File: src/design/wtps_pkg.sv
// Shared types and constants of the weighted token profile scorer.
// No dependencies; every other design file refers to it by scoped names.
`default_nettype none

package wtps_pkg;

    // Fixed field widths of the item and result transfers.
    localparam int REQ_BITS       = 3;
    localparam int FSEL_BITS      = 3;
    localparam int SLOT_BITS      = 4;
    localparam int LEN_IN_BITS    = 5;
    localparam int WEIGHT_BITS    = 8;
    localparam int CFG_INDEX_BITS = 3;
    localparam int SCORE_BITS     = 15;
    localparam int CODE_BITS      = 3;

    // Weight registers exist for the low fields only; higher fields weigh zero.
    localparam int WEIGHT_REGS  = 6;
    localparam int WREG_IDX_W   = 3;

    localparam int SCORE_MAX = 16383;
    localparam int SCORE_MIN = -16384;

    // Request codes.
    localparam logic [REQ_BITS-1:0] REQ_EXC_ENTRY = 3'd0;
    localparam logic [REQ_BITS-1:0] REQ_INC_ENTRY = 3'd1;
    localparam logic [REQ_BITS-1:0] REQ_INC_LEN   = 3'd2;
    localparam logic [REQ_BITS-1:0] REQ_EXC_LEN   = 3'd3;
    localparam logic [REQ_BITS-1:0] REQ_TOKEN     = 3'd4;
    localparam logic [REQ_BITS-1:0] REQ_END       = 3'd5;

    // Configuration register indexes.
    localparam logic [CFG_INDEX_BITS-1:0] CFG_APPLY       = 3'd0;
    localparam logic [CFG_INDEX_BITS-1:0] CFG_WEIGHT0     = 3'd1;
    localparam logic [CFG_INDEX_BITS-1:0] CFG_WEIGHT_LAST = 3'd6;

    // List entry write strobes broadcast to every cell.
    typedef struct packed {
        logic inc;
        logic exc;
    } t_load;

    // Control part of a token probe moving down the chain.
    typedef struct packed {
        logic valid;
        logic ex_hit;
        logic inc_hit;
    } t_probe;

endpackage

`default_nettype wire

File: src/design/weighted_token_profile_scorer_core.sv
// Weighted token profile scorer. Load items fill per-field include and
// exclude token lists and set their lengths; token items are checked
// against the lists of their field, and an end item closes the candidate
// and produces one transfer with the weighted score, the reject flag and
// the code of the lowest rejecting field. A token item walks a chain of
// LIST_DEPTH cells, one list position per cell and one cell per cycle,
// and the result is folded into the per-field state on the edge after it
// leaves the last cell. For an end item a single multiply-accumulate unit
// visits one field per cycle, then the result moves into the output
// register once that register is free or emptying. The output register
// lets the next item enter while the result still waits to be taken.
// Configuration writes are always ready and must only be issued while
// the block is idle.
// Depends on wtps_pkg and wtps_cell.
`default_nettype none

module weighted_token_profile_scorer_core #(
    parameter int LIST_DEPTH  = 16,
    parameter int FIELD_COUNT = 6,
    parameter int TOKEN_BITS  = 12
) (
    input  wire                                         i_clk,
    input  wire                                         i_rst_n,
    // item channel
    input  wire                                         i_in_valid,
    output logic                                        o_in_stall,
    input  wire  [wtps_pkg::REQ_BITS-1:0]               i_req_type,
    input  wire  [wtps_pkg::FSEL_BITS-1:0]              i_field_sel,
    input  wire  [wtps_pkg::SLOT_BITS-1:0]              i_slot,
    input  wire  [TOKEN_BITS-1:0]                       i_token_id,
    input  wire  [wtps_pkg::LEN_IN_BITS-1:0]            i_list_length,
    // result channel
    output logic                                        o_out_valid,
    input  wire                                         i_out_stall,
    output logic signed [wtps_pkg::SCORE_BITS-1:0]      o_score,
    output logic                                        o_rejected,
    output logic [wtps_pkg::CODE_BITS-1:0]              o_reject_cause,
    // configuration write channel
    input  wire                                         i_cfg_valid,
    output logic                                        o_cfg_ready,
    input  wire  [wtps_pkg::CFG_INDEX_BITS-1:0]         i_cfg_index,
    input  wire  [wtps_pkg::WEIGHT_BITS-1:0]            i_cfg_data
);

    localparam int FW     = (FIELD_COUNT > 1) ? $clog2(FIELD_COUNT) : 1;
    localparam int LW     = $clog2(LIST_DEPTH + 1);
    localparam int PROD_W = LW + 1 + wtps_pkg::WEIGHT_BITS;
    localparam int ACC_W  = (PROD_W + 3 > wtps_pkg::SCORE_BITS + 1)
                            ? PROD_W + 3 : wtps_pkg::SCORE_BITS + 1;

    localparam logic signed [ACC_W-1:0] SAT_HI = ACC_W'(wtps_pkg::SCORE_MAX);
    localparam logic signed [ACC_W-1:0] SAT_LO = ACC_W'(wtps_pkg::SCORE_MIN);

    typedef enum logic [3:0] {
        ST_IDLE = 4'b0001,
        ST_SCAN = 4'b0010,
        ST_SUM  = 4'b0100,
        ST_EMIT = 4'b1000
    } t_state;

    t_state r_state;
    t_state n_state;

    // configuration
    logic                                   r_apply;
    logic signed [wtps_pkg::WEIGHT_BITS-1:0] r_weight [wtps_pkg::WEIGHT_REGS];

    // per-field list lengths and candidate state
    logic [LW-1:0] r_inc_len [FIELD_COUNT];
    logic [LW-1:0] r_exc_len [FIELD_COUNT];
    logic [LW-1:0] r_best    [FIELD_COUNT];
    logic          r_seen    [FIELD_COUNT];

    // end-of-candidate accumulation
    logic [FW-1:0]                     r_fidx;
    logic signed [ACC_W-1:0]           r_acc;
    logic                              r_stop;
    logic [wtps_pkg::CODE_BITS-1:0]    r_code;

    // result register
    logic                                   r_out_valid;
    logic signed [wtps_pkg::SCORE_BITS-1:0] r_score;
    logic                                   r_rejected;
    logic [wtps_pkg::CODE_BITS-1:0]         r_reject_cause;

    // chain wiring, one slot per cell boundary
    wtps_pkg::t_probe      probe    [LIST_DEPTH + 1];
    logic [FW-1:0]         c_field  [LIST_DEPTH + 1];
    logic [TOKEN_BITS-1:0] c_token  [LIST_DEPTH + 1];
    logic [LW-1:0]         c_inc    [LIST_DEPTH + 1];
    logic [LW-1:0]         c_exc    [LIST_DEPTH + 1];
    logic [LW-1:0]         c_rank   [LIST_DEPTH + 1];

    logic           in_xfer;
    logic           field_ok;
    logic [FW-1:0]  fsel;
    logic [LW-1:0]  len_sat;
    wtps_pkg::t_load load;
    logic           launch;
    logic           start_sum;
    logic           scan_done;
    logic           emit_now;
    logic           sum_last;

    logic [FW-1:0]                           last_field;
    logic signed [wtps_pkg::WEIGHT_BITS-1:0] weight_sel;
    logic [LW-1:0]                           diff;
    logic signed [PROD_W-1:0]                diff_s;
    logic signed [PROD_W-1:0]                weight_s;
    logic signed [PROD_W-1:0]                prod;
    logic                                    take_term;
    logic signed [ACC_W-1:0]                 acc_sat;

    // ------------------------------------------------------------------
    // Item decode. Items are taken only in idle; one item is in flight.
    // ------------------------------------------------------------------
    assign o_in_stall  = (r_state != ST_IDLE);
    assign o_cfg_ready = 1'b1;
    assign in_xfer     = i_in_valid && !o_in_stall;

    // Loads and tokens for a field without storage are dropped.
    assign field_ok = (32'(i_field_sel) < FIELD_COUNT);
    assign fsel     = FW'(i_field_sel);
    assign len_sat  = (32'(i_list_length) > LIST_DEPTH) ? LW'(LIST_DEPTH)
                                                         : LW'(i_list_length);

    assign load.exc = in_xfer && field_ok && (i_req_type == wtps_pkg::REQ_EXC_ENTRY);
    assign load.inc = in_xfer && field_ok && (i_req_type == wtps_pkg::REQ_INC_ENTRY);
    assign launch   = in_xfer && field_ok && (i_req_type == wtps_pkg::REQ_TOKEN);
    assign start_sum = in_xfer && (i_req_type == wtps_pkg::REQ_END);

    // ------------------------------------------------------------------
    // Cell chain. A token enters cell 0 straight from the input transfer
    // together with the current lengths of its field.
    // ------------------------------------------------------------------
    assign probe[0].valid   = launch;
    assign probe[0].ex_hit  = 1'b0;
    assign probe[0].inc_hit = 1'b0;
    assign c_field[0]       = fsel;
    assign c_token[0]       = i_token_id;
    assign c_inc[0]         = r_inc_len[fsel];
    assign c_exc[0]         = r_exc_len[fsel];
    assign c_rank[0]        = '0;

    for (genvar j = 0; j < LIST_DEPTH; j++) begin : g_cell
        wtps_cell #(
            .INDEX       (j),
            .FIELD_COUNT (FIELD_COUNT),
            .LIST_DEPTH  (LIST_DEPTH),
            .TOKEN_BITS  (TOKEN_BITS)
        ) u_cell (
            .i_clk        (i_clk),
            .i_rst_n      (i_rst_n),
            .i_load       (load),
            .i_load_slot  (i_slot),
            .i_load_field (fsel),
            .i_load_token (i_token_id),
            .i_probe      (probe[j]),
            .i_field      (c_field[j]),
            .i_token      (c_token[j]),
            .i_inc_len    (c_inc[j]),
            .i_exc_len    (c_exc[j]),
            .i_rank       (c_rank[j]),
            .o_probe      (probe[j+1]),
            .o_field      (c_field[j+1]),
            .o_token      (c_token[j+1]),
            .o_inc_len    (c_inc[j+1]),
            .o_exc_len    (c_exc[j+1]),
            .o_rank       (c_rank[j+1])
        );
    end

    assign scan_done  = probe[LIST_DEPTH].valid;
    assign last_field = c_field[LIST_DEPTH];

    // ------------------------------------------------------------------
    // Score unit: one field per cycle. The first excluded field stops the
    // sum; later fields are still visited but add nothing.
    // ------------------------------------------------------------------
    assign weight_sel = (32'(r_fidx) < wtps_pkg::WEIGHT_REGS)
                        ? r_weight[wtps_pkg::WREG_IDX_W'(r_fidx)] : '0;
    assign diff       = r_inc_len[r_fidx] - r_best[r_fidx];
    assign diff_s     = PROD_W'(diff);
    assign weight_s   = PROD_W'(weight_sel);
    assign prod       = diff_s * weight_s;
    assign take_term  = !r_stop && !r_seen[r_fidx] && r_apply
                        && (weight_sel != '0) && (r_best[r_fidx] < r_inc_len[r_fidx]);
    assign sum_last   = (r_fidx == FW'(FIELD_COUNT - 1));

    // Clamp to the signed score range.
    assign acc_sat = (r_acc > SAT_HI) ? SAT_HI :
                     (r_acc < SAT_LO) ? SAT_LO : r_acc;

    // The result register must be free or emptying to take the new result.
    assign emit_now = (r_state == ST_EMIT) && (!r_out_valid || !i_out_stall);

    // ------------------------------------------------------------------
    // Sequencer.
    // ------------------------------------------------------------------
    always_comb begin
        n_state = r_state;
        case (r_state)
            ST_IDLE: begin
                if (launch) begin
                    n_state = ST_SCAN;
                end else if (start_sum) begin
                    n_state = ST_SUM;
                end
            end
            ST_SCAN: begin
                if (scan_done) begin
                    n_state = ST_IDLE;
                end
            end
            ST_SUM: begin
                if (sum_last) begin
                    n_state = ST_EMIT;
                end
            end
            ST_EMIT: begin
                if (emit_now) begin
                    n_state = ST_IDLE;
                end
            end
            default: begin
                n_state = ST_IDLE;
            end
        endcase
    end

    always_ff @(posedge i_clk) begin
        if (!i_rst_n) begin
            r_state <= ST_IDLE;
        end else begin
            r_state <= n_state;
        end
    end

    // Configuration registers.
    always_ff @(posedge i_clk) begin
        if (!i_rst_n) begin
            r_apply <= 1'b1;
            for (int k = 0; k < wtps_pkg::WEIGHT_REGS; k++) begin
                r_weight[k] <= '0;
            end
        end else if (i_cfg_valid && o_cfg_ready) begin
            case (i_cfg_index)
                wtps_pkg::CFG_APPLY: begin
                    r_apply <= i_cfg_data[0];
                end
                default: begin
                    if (i_cfg_index inside {[wtps_pkg::CFG_WEIGHT0 : wtps_pkg::CFG_WEIGHT_LAST]})
                    begin
                        r_weight[wtps_pkg::WREG_IDX_W'(i_cfg_index - wtps_pkg::CFG_WEIGHT0)]
                            <= i_cfg_data;
                    end
                end
            endcase
        end
    end

    // List lengths.
    always_ff @(posedge i_clk) begin
        if (!i_rst_n) begin
            for (int f = 0; f < FIELD_COUNT; f++) begin
                r_inc_len[f] <= '0;
                r_exc_len[f] <= '0;
            end
        end else if (in_xfer && field_ok) begin
            if (i_req_type == wtps_pkg::REQ_INC_LEN) begin
                r_inc_len[fsel] <= len_sat;
            end
            if (i_req_type == wtps_pkg::REQ_EXC_LEN) begin
                r_exc_len[fsel] <= len_sat;
            end
        end
    end

    // Candidate state: fold in a finished probe, clear after the result.
    always_ff @(posedge i_clk) begin
        if (!i_rst_n || emit_now) begin
            for (int f = 0; f < FIELD_COUNT; f++) begin
                r_best[f] <= LW'(LIST_DEPTH);
                r_seen[f] <= 1'b0;
            end
        end else if (scan_done) begin
            if (probe[LIST_DEPTH].ex_hit) begin
                r_seen[last_field] <= 1'b1;
            end
            if (probe[LIST_DEPTH].inc_hit && (c_rank[LIST_DEPTH] < r_best[last_field])) begin
                r_best[last_field] <= c_rank[LIST_DEPTH];
            end
        end
    end

    // Accumulator walk.
    always_ff @(posedge i_clk) begin
        if (start_sum) begin
            r_fidx <= '0;
            r_acc  <= '0;
            r_stop <= 1'b0;
            r_code <= '0;
        end else if (r_state == ST_SUM) begin
            if (!sum_last) begin
                r_fidx <= r_fidx + FW'(1);
            end
            if (!r_stop && r_seen[r_fidx]) begin
                r_stop <= 1'b1;
                r_code <= wtps_pkg::CODE_BITS'(r_fidx) + wtps_pkg::CODE_BITS'(1);
            end
            if (take_term) begin
                r_acc <= r_acc + ACC_W'(prod);
            end
        end
    end

    // Result register: hold while stalled, advance on emit.
    always_ff @(posedge i_clk) begin
        if (!i_rst_n) begin
            r_out_valid <= 1'b0;
        end else if (emit_now) begin
            r_out_valid <= 1'b1;
        end else if (!i_out_stall) begin
            r_out_valid <= 1'b0;
        end
    end

    always_ff @(posedge i_clk) begin
        if (emit_now) begin
            r_score        <= wtps_pkg::SCORE_BITS'(acc_sat);
            r_rejected     <= r_stop;
            r_reject_cause <= r_code;
        end
    end

    assign o_out_valid    = r_out_valid;
    assign o_score        = r_score;
    assign o_rejected     = r_rejected;
    assign o_reject_cause = r_reject_cause;

endmodule

`default_nettype wire

File: src/design/wtps_cell.sv
// One list position of the scorer chain: holds the include and exclude entry
// of that position for every field and checks a passing token against them.
// Depends on wtps_pkg.
`default_nettype none

module wtps_cell #(
    parameter int INDEX       = 0,
    parameter int FIELD_COUNT = 6,
    parameter int LIST_DEPTH  = 16,
    parameter int TOKEN_BITS  = 12,
    localparam int FW = (FIELD_COUNT > 1) ? $clog2(FIELD_COUNT) : 1,
    localparam int LW = $clog2(LIST_DEPTH + 1)
) (
    input  wire                                 i_clk,
    input  wire                                 i_rst_n,
    input  wtps_pkg::t_load                     i_load,
    input  wire  [wtps_pkg::SLOT_BITS-1:0]      i_load_slot,
    input  wire  [FW-1:0]                       i_load_field,
    input  wire  [TOKEN_BITS-1:0]               i_load_token,
    input  wtps_pkg::t_probe                    i_probe,
    input  wire  [FW-1:0]                       i_field,
    input  wire  [TOKEN_BITS-1:0]               i_token,
    input  wire  [LW-1:0]                       i_inc_len,
    input  wire  [LW-1:0]                       i_exc_len,
    input  wire  [LW-1:0]                       i_rank,
    output wtps_pkg::t_probe                    o_probe,
    output logic [FW-1:0]                       o_field,
    output logic [TOKEN_BITS-1:0]               o_token,
    output logic [LW-1:0]                       o_inc_len,
    output logic [LW-1:0]                       o_exc_len,
    output logic [LW-1:0]                       o_rank
);

    logic [TOKEN_BITS-1:0] r_inc [FIELD_COUNT];
    logic [TOKEN_BITS-1:0] r_exc [FIELD_COUNT];

    wtps_pkg::t_probe r_probe;
    logic [FW-1:0]         r_field;
    logic [TOKEN_BITS-1:0] r_token;
    logic [LW-1:0]         r_inc_len;
    logic [LW-1:0]         r_exc_len;
    logic [LW-1:0]         r_rank;

    logic             slot_match;
    logic             ex_hit;
    logic             inc_hit;
    wtps_pkg::t_probe n_probe;

    assign slot_match = (32'(i_load_slot) == INDEX);

    // Only the first include match along the chain counts.
    assign ex_hit  = (LW'(INDEX) < i_exc_len) && (r_exc[i_field] == i_token);
    assign inc_hit = !i_probe.inc_hit && (LW'(INDEX) < i_inc_len)
                     && (r_inc[i_field] == i_token);

    always_comb begin
        n_probe.valid   = i_probe.valid;
        n_probe.ex_hit  = i_probe.ex_hit | ex_hit;
        n_probe.inc_hit = i_probe.inc_hit | inc_hit;
    end

    always_ff @(posedge i_clk) begin
        if (i_load.exc && slot_match) begin
            r_exc[i_load_field] <= i_load_token;
        end
        if (i_load.inc && slot_match) begin
            r_inc[i_load_field] <= i_load_token;
        end
    end

    always_ff @(posedge i_clk) begin
        if (!i_rst_n) begin
            r_probe <= '0;
        end else begin
            r_probe <= n_probe;
        end
    end

    always_ff @(posedge i_clk) begin
        r_field   <= i_field;
        r_token   <= i_token;
        r_inc_len <= i_inc_len;
        r_exc_len <= i_exc_len;
        r_rank    <= inc_hit ? LW'(INDEX) : i_rank;
    end

    assign o_probe   = r_probe;
    assign o_field   = r_field;
    assign o_token   = r_token;
    assign o_inc_len = r_inc_len;
    assign o_exc_len = r_exc_len;
    assign o_rank    = r_rank;

endmodule

`default_nettype wire

File: config.mk
export PLATFORM = sky130hd
export DESIGN_NAME = weighted_token_profile_scorer_core
export DESIGN_NICKNAME = d
export VERILOG_FILES = /design/src/design/wtps_pkg.sv /design/src/design/weighted_token_profile_scorer_core.sv /design/src/design/wtps_cell.sv
export SDC_FILE = /design/constraint.sdc
export NUM_CORES = 2
export LEC_CHECK = 0
export ABC_CLOCK_PERIOD_IN_PS = 6400
export BUFFER_PORTS_ARGS = -buffer_cell sky130_fd_sc_hd__buf_4
export CAP_MARGIN = 20
export CORE_UTILIZATION = 55
export DETAILED_ROUTE_END_ITERATION = 16
export PLACE_DENSITY = 0.78
export SYNTH_ARGS = -nofsm -noshare
export SYNTH_HDL_FRONTEND = slang
export SYNTH_HIERARCHICAL = 1
export SYNTH_SLANG_ARGS = --single-unit
File: constraint.sdc
create_clock -name i_clk -period 6.4 [get_ports i_clk]
set_clock_uncertainty 0.05 [all_clocks]
set_input_delay 0.64 -clock i_clk [delete_from_list [all_inputs] [get_ports i_clk]]
set_output_delay 0.64 -clock i_clk [all_outputs]
set_load 0.02 [all_outputs]
==> qor.yml <==
status:
  status: "finished, final reports clean"
clocking:
  clk_path_buf_depth: 4
  htreeDepth: 5
  cts_buffers: 317
  cts_sinks: 3046
  cts_tree: "built"
  clock_latency_ns: 0.96
  path_clk_slew_ns: 0.06
  root_buffer: "clkbuf_16"
placed_design:
  hpwl_um: 172000
  post-place-ws_ns: -0.0345
  io_buffers: 63
  gp_congestion: 0.895
power:
  pwr-share-seq_pct: 36.3
  power.internal_mw: 42.6
  power.density_mw_per_mm2: 442
  switching_power_mw: 18.4
  p_sw_share_pct: 30.2
  ir_drop_uv: 1470
  leakagePower_nw: 47.5
  comb_power_share_pct: 33.8
  power.share.clock_pct: 29.9
floorplanning:
  top_level_ports: 65
  rows: 172
  core_area_mm2: 0.220
  dieArea_mm2: 0.224
  die_x_um: 473
  die_h_um: 473
  start_util_pct: 55.5
layout:
  drive_gt1_share_pct: 20.4
  area_growth_pct: 13.3
  nNetsFinal: 7783
worst_hold_path:
  hold_class: "primary input to flop"
critical_path:
  r2r_slack_ns: 0.18
  critical_path_required_ns: 7.19
  cpPeakStageDelay_ns: 0.51
  crit_path_end: "r_acc[16]"
  arrival_ns: 7.02
  cp_top_family: "adder cells"
  crit_fanout: 7
  slowest_stage: "fa_1"
  crit_top_cell: "buf_4"
  worst-path-buf-inv: 9
  rr_endpoint: "r_acc[16]"
  worstSetupPathDepth: 27
  end_kind: "flop"
  critPathLaunchType: "flop"
  reg2reg_depth: 27
  crit_type: "flop to flop"
global_routing:
  top_usage_layer: "met2"
  grt_start_max_net_pins: 142
  grt_usage_pct: 25.4
  met1_usage_pct: 35.4
  groute.layer.met2.usage_pct: 40.7
  antenna_found_initial: 10
  grt_pass1_vias: 67100
  grt_overflow: 0
  grt_util_met3_pct: 4.74
  grt_pass1_wl_um: 425000
routing:
  wl_per_cell_um: 26.5
  drc: 0
  drt_wl_total_um: 288000
  drt_pass1_iterations: 6
  drt_iter0_drc: 8050
  vias: 66700
  antenna_left: 0
  post_drt_via_cell_ratio: 6.14
logic_synthesis:
  netlist_instances: 7219
  synth_area_mm2: 0.122
  yosysWarningCount: 6
  avgSynthCellArea_um2: 16.9
sta:
  slew_viol_final: 0
  tightest_slew_ns: 1.20
  hold_viol: 0
  fin_ws_ns: 0.175
  fin_crit_ns: 6.22
  tns_ns: 0
  fin_crit_sh_pct: 97.3
  max_freq_mhz: 161
  setup_viol: 0
  max_slew_margin_pct: 19.7
run:
  drv_cap: 0
through the flow:
stage          hold slack [ns]  cells  total power [mW]  instance area [µm²]  util [%]
2_1_floorplan            0.260   7246              34.2               122000         -
3_3_place_gp             0.262  10200              39.4               126000      57.4
3_5_place_dp             0.263  10200              39.5               127000      57.7
4_1_cts                 0.0105  10800              57.8               137000      62.4
5_1_grt                 0.0626  10900              64.1               138000      62.8
6_report                0.0699  10900              61.0               138000      62.8
worst min path at each step:
stage / slack [ns] / cells past startpoint / end / start
floorplan: 0.26 / 0 / g_cell[11].u_cell/o_exc_len[0] / g_cell[10].u_cell/o_exc_len[0]
global placement: 0.26 / 0 / g_cell[3].u_cell/o_exc_len[0] / g_cell[2].u_cell/o_exc_len[0]
detailed placement: 0.26 / 0 / g_cell[11].u_cell/o_exc_len[1] / g_cell[10].u_cell/o_exc_len[1]
CTS: 0.01 / 4 / r_apply / i_cfg_valid
global route: 0.06 / 4 / r_apply / i_cfg_valid
finish: 0.07 / 4 / r_apply / i_cfg_valid
worst reg2reg max path: cells and delay by family, from the launching register on:
kind                       cells  cell delay [ns]
adders and majority gates      6             2.36
buffers and inverters          9             1.01
muxes                          2             0.81
AOI/OAI and AO/OA              3             0.65
and+or+nand+nor                5             0.61
DFF                            1             0.37
xor gates and xnor gates       2             0.32
power by group through the flow:
stage | registers [mW] | clock network [mW] | logic, mW
after CTS | 22.2 | 18.4 | 17.3
after global routing | 22.2 | 19.2 | 22.8
after detailed placement | 22.6 | 0 | 17.0
after global placement | 22.6 | 0 | 16.8
after floorplan | 22.3 | 0 | 11.9
final | 22.2 | 18.2 | 20.6
per-layer routing:
metal / wire length (µm) / share of wire, %
met3: 27300 / 9.5
met2: 137000 / 48
met4: 8560 / 3.0
met5: 27 / 0.0094
met1: 115000 / 40
sequential cells by signal (all words and copies together), names as in the netlist, 4 cells and up, named ones only:
| signal | flops |
|---|---|
| g_cell.u_cell/r_exc | 1152 |
| r_weight | 64 |
| r_seen | 8 |
| r_exc_len | 40 |
| r_best | 40 |
| g_cell.u_cell/o_token | 180 |
| r_inc_len | 40 |
| r_state | 4 |
| g_cell.u_cell/o_probe | 48 |
| r_acc | 17 |
| g_cell.u_cell/o_field | 48 |
| g_cell.u_cell/o_inc_len | 71 |
| g_cell.u_cell/o_rank | 80 |
| g_cell.u_cell/r_inc | 1152 |
| g_cell.u_cell/o_exc_len | 71 |
| o_score | 15 |
final cells by class:
cell class | count | area [µm²]
clock buffer | 441 | 9170
fill | 14900 | 81800
timing repair buffer | 404 | 3490
tap | 2958 | 3700
clock inverter | 124 | 1220
inverter | 168 | 632
antenna | 10 | 25.0
sequential | 3046 | 86200
multi-input combinational | 3714 | 33700
what timing repair did:
item,CTS,global route
hold buffers,4,0
resized for setup,4,60
pin swaps,1,46
setup buffers,0,11
endpoints found under the setup margin,3,7
hold endpoints to repair,16,0
placed cells by master (no fill, tap or decap), drive strengths merged, types with 49 or more instances in the layout:
cell	count
and2	49
nand2	187
buf	398
nor2b	51
mux4	322
nand2b	70
inv	178
nand4	52
mux2	273
o21ai	135
mux2i	548
edfxtp	2515
a21oi	136
clkbuf	443
dfxtp	531
clkinv	80
xnor2	288
nor4	56
nand3	108
nor3	127
xor2	212
ha	49
nor2	403
Power figures use the tool's default switching activity.
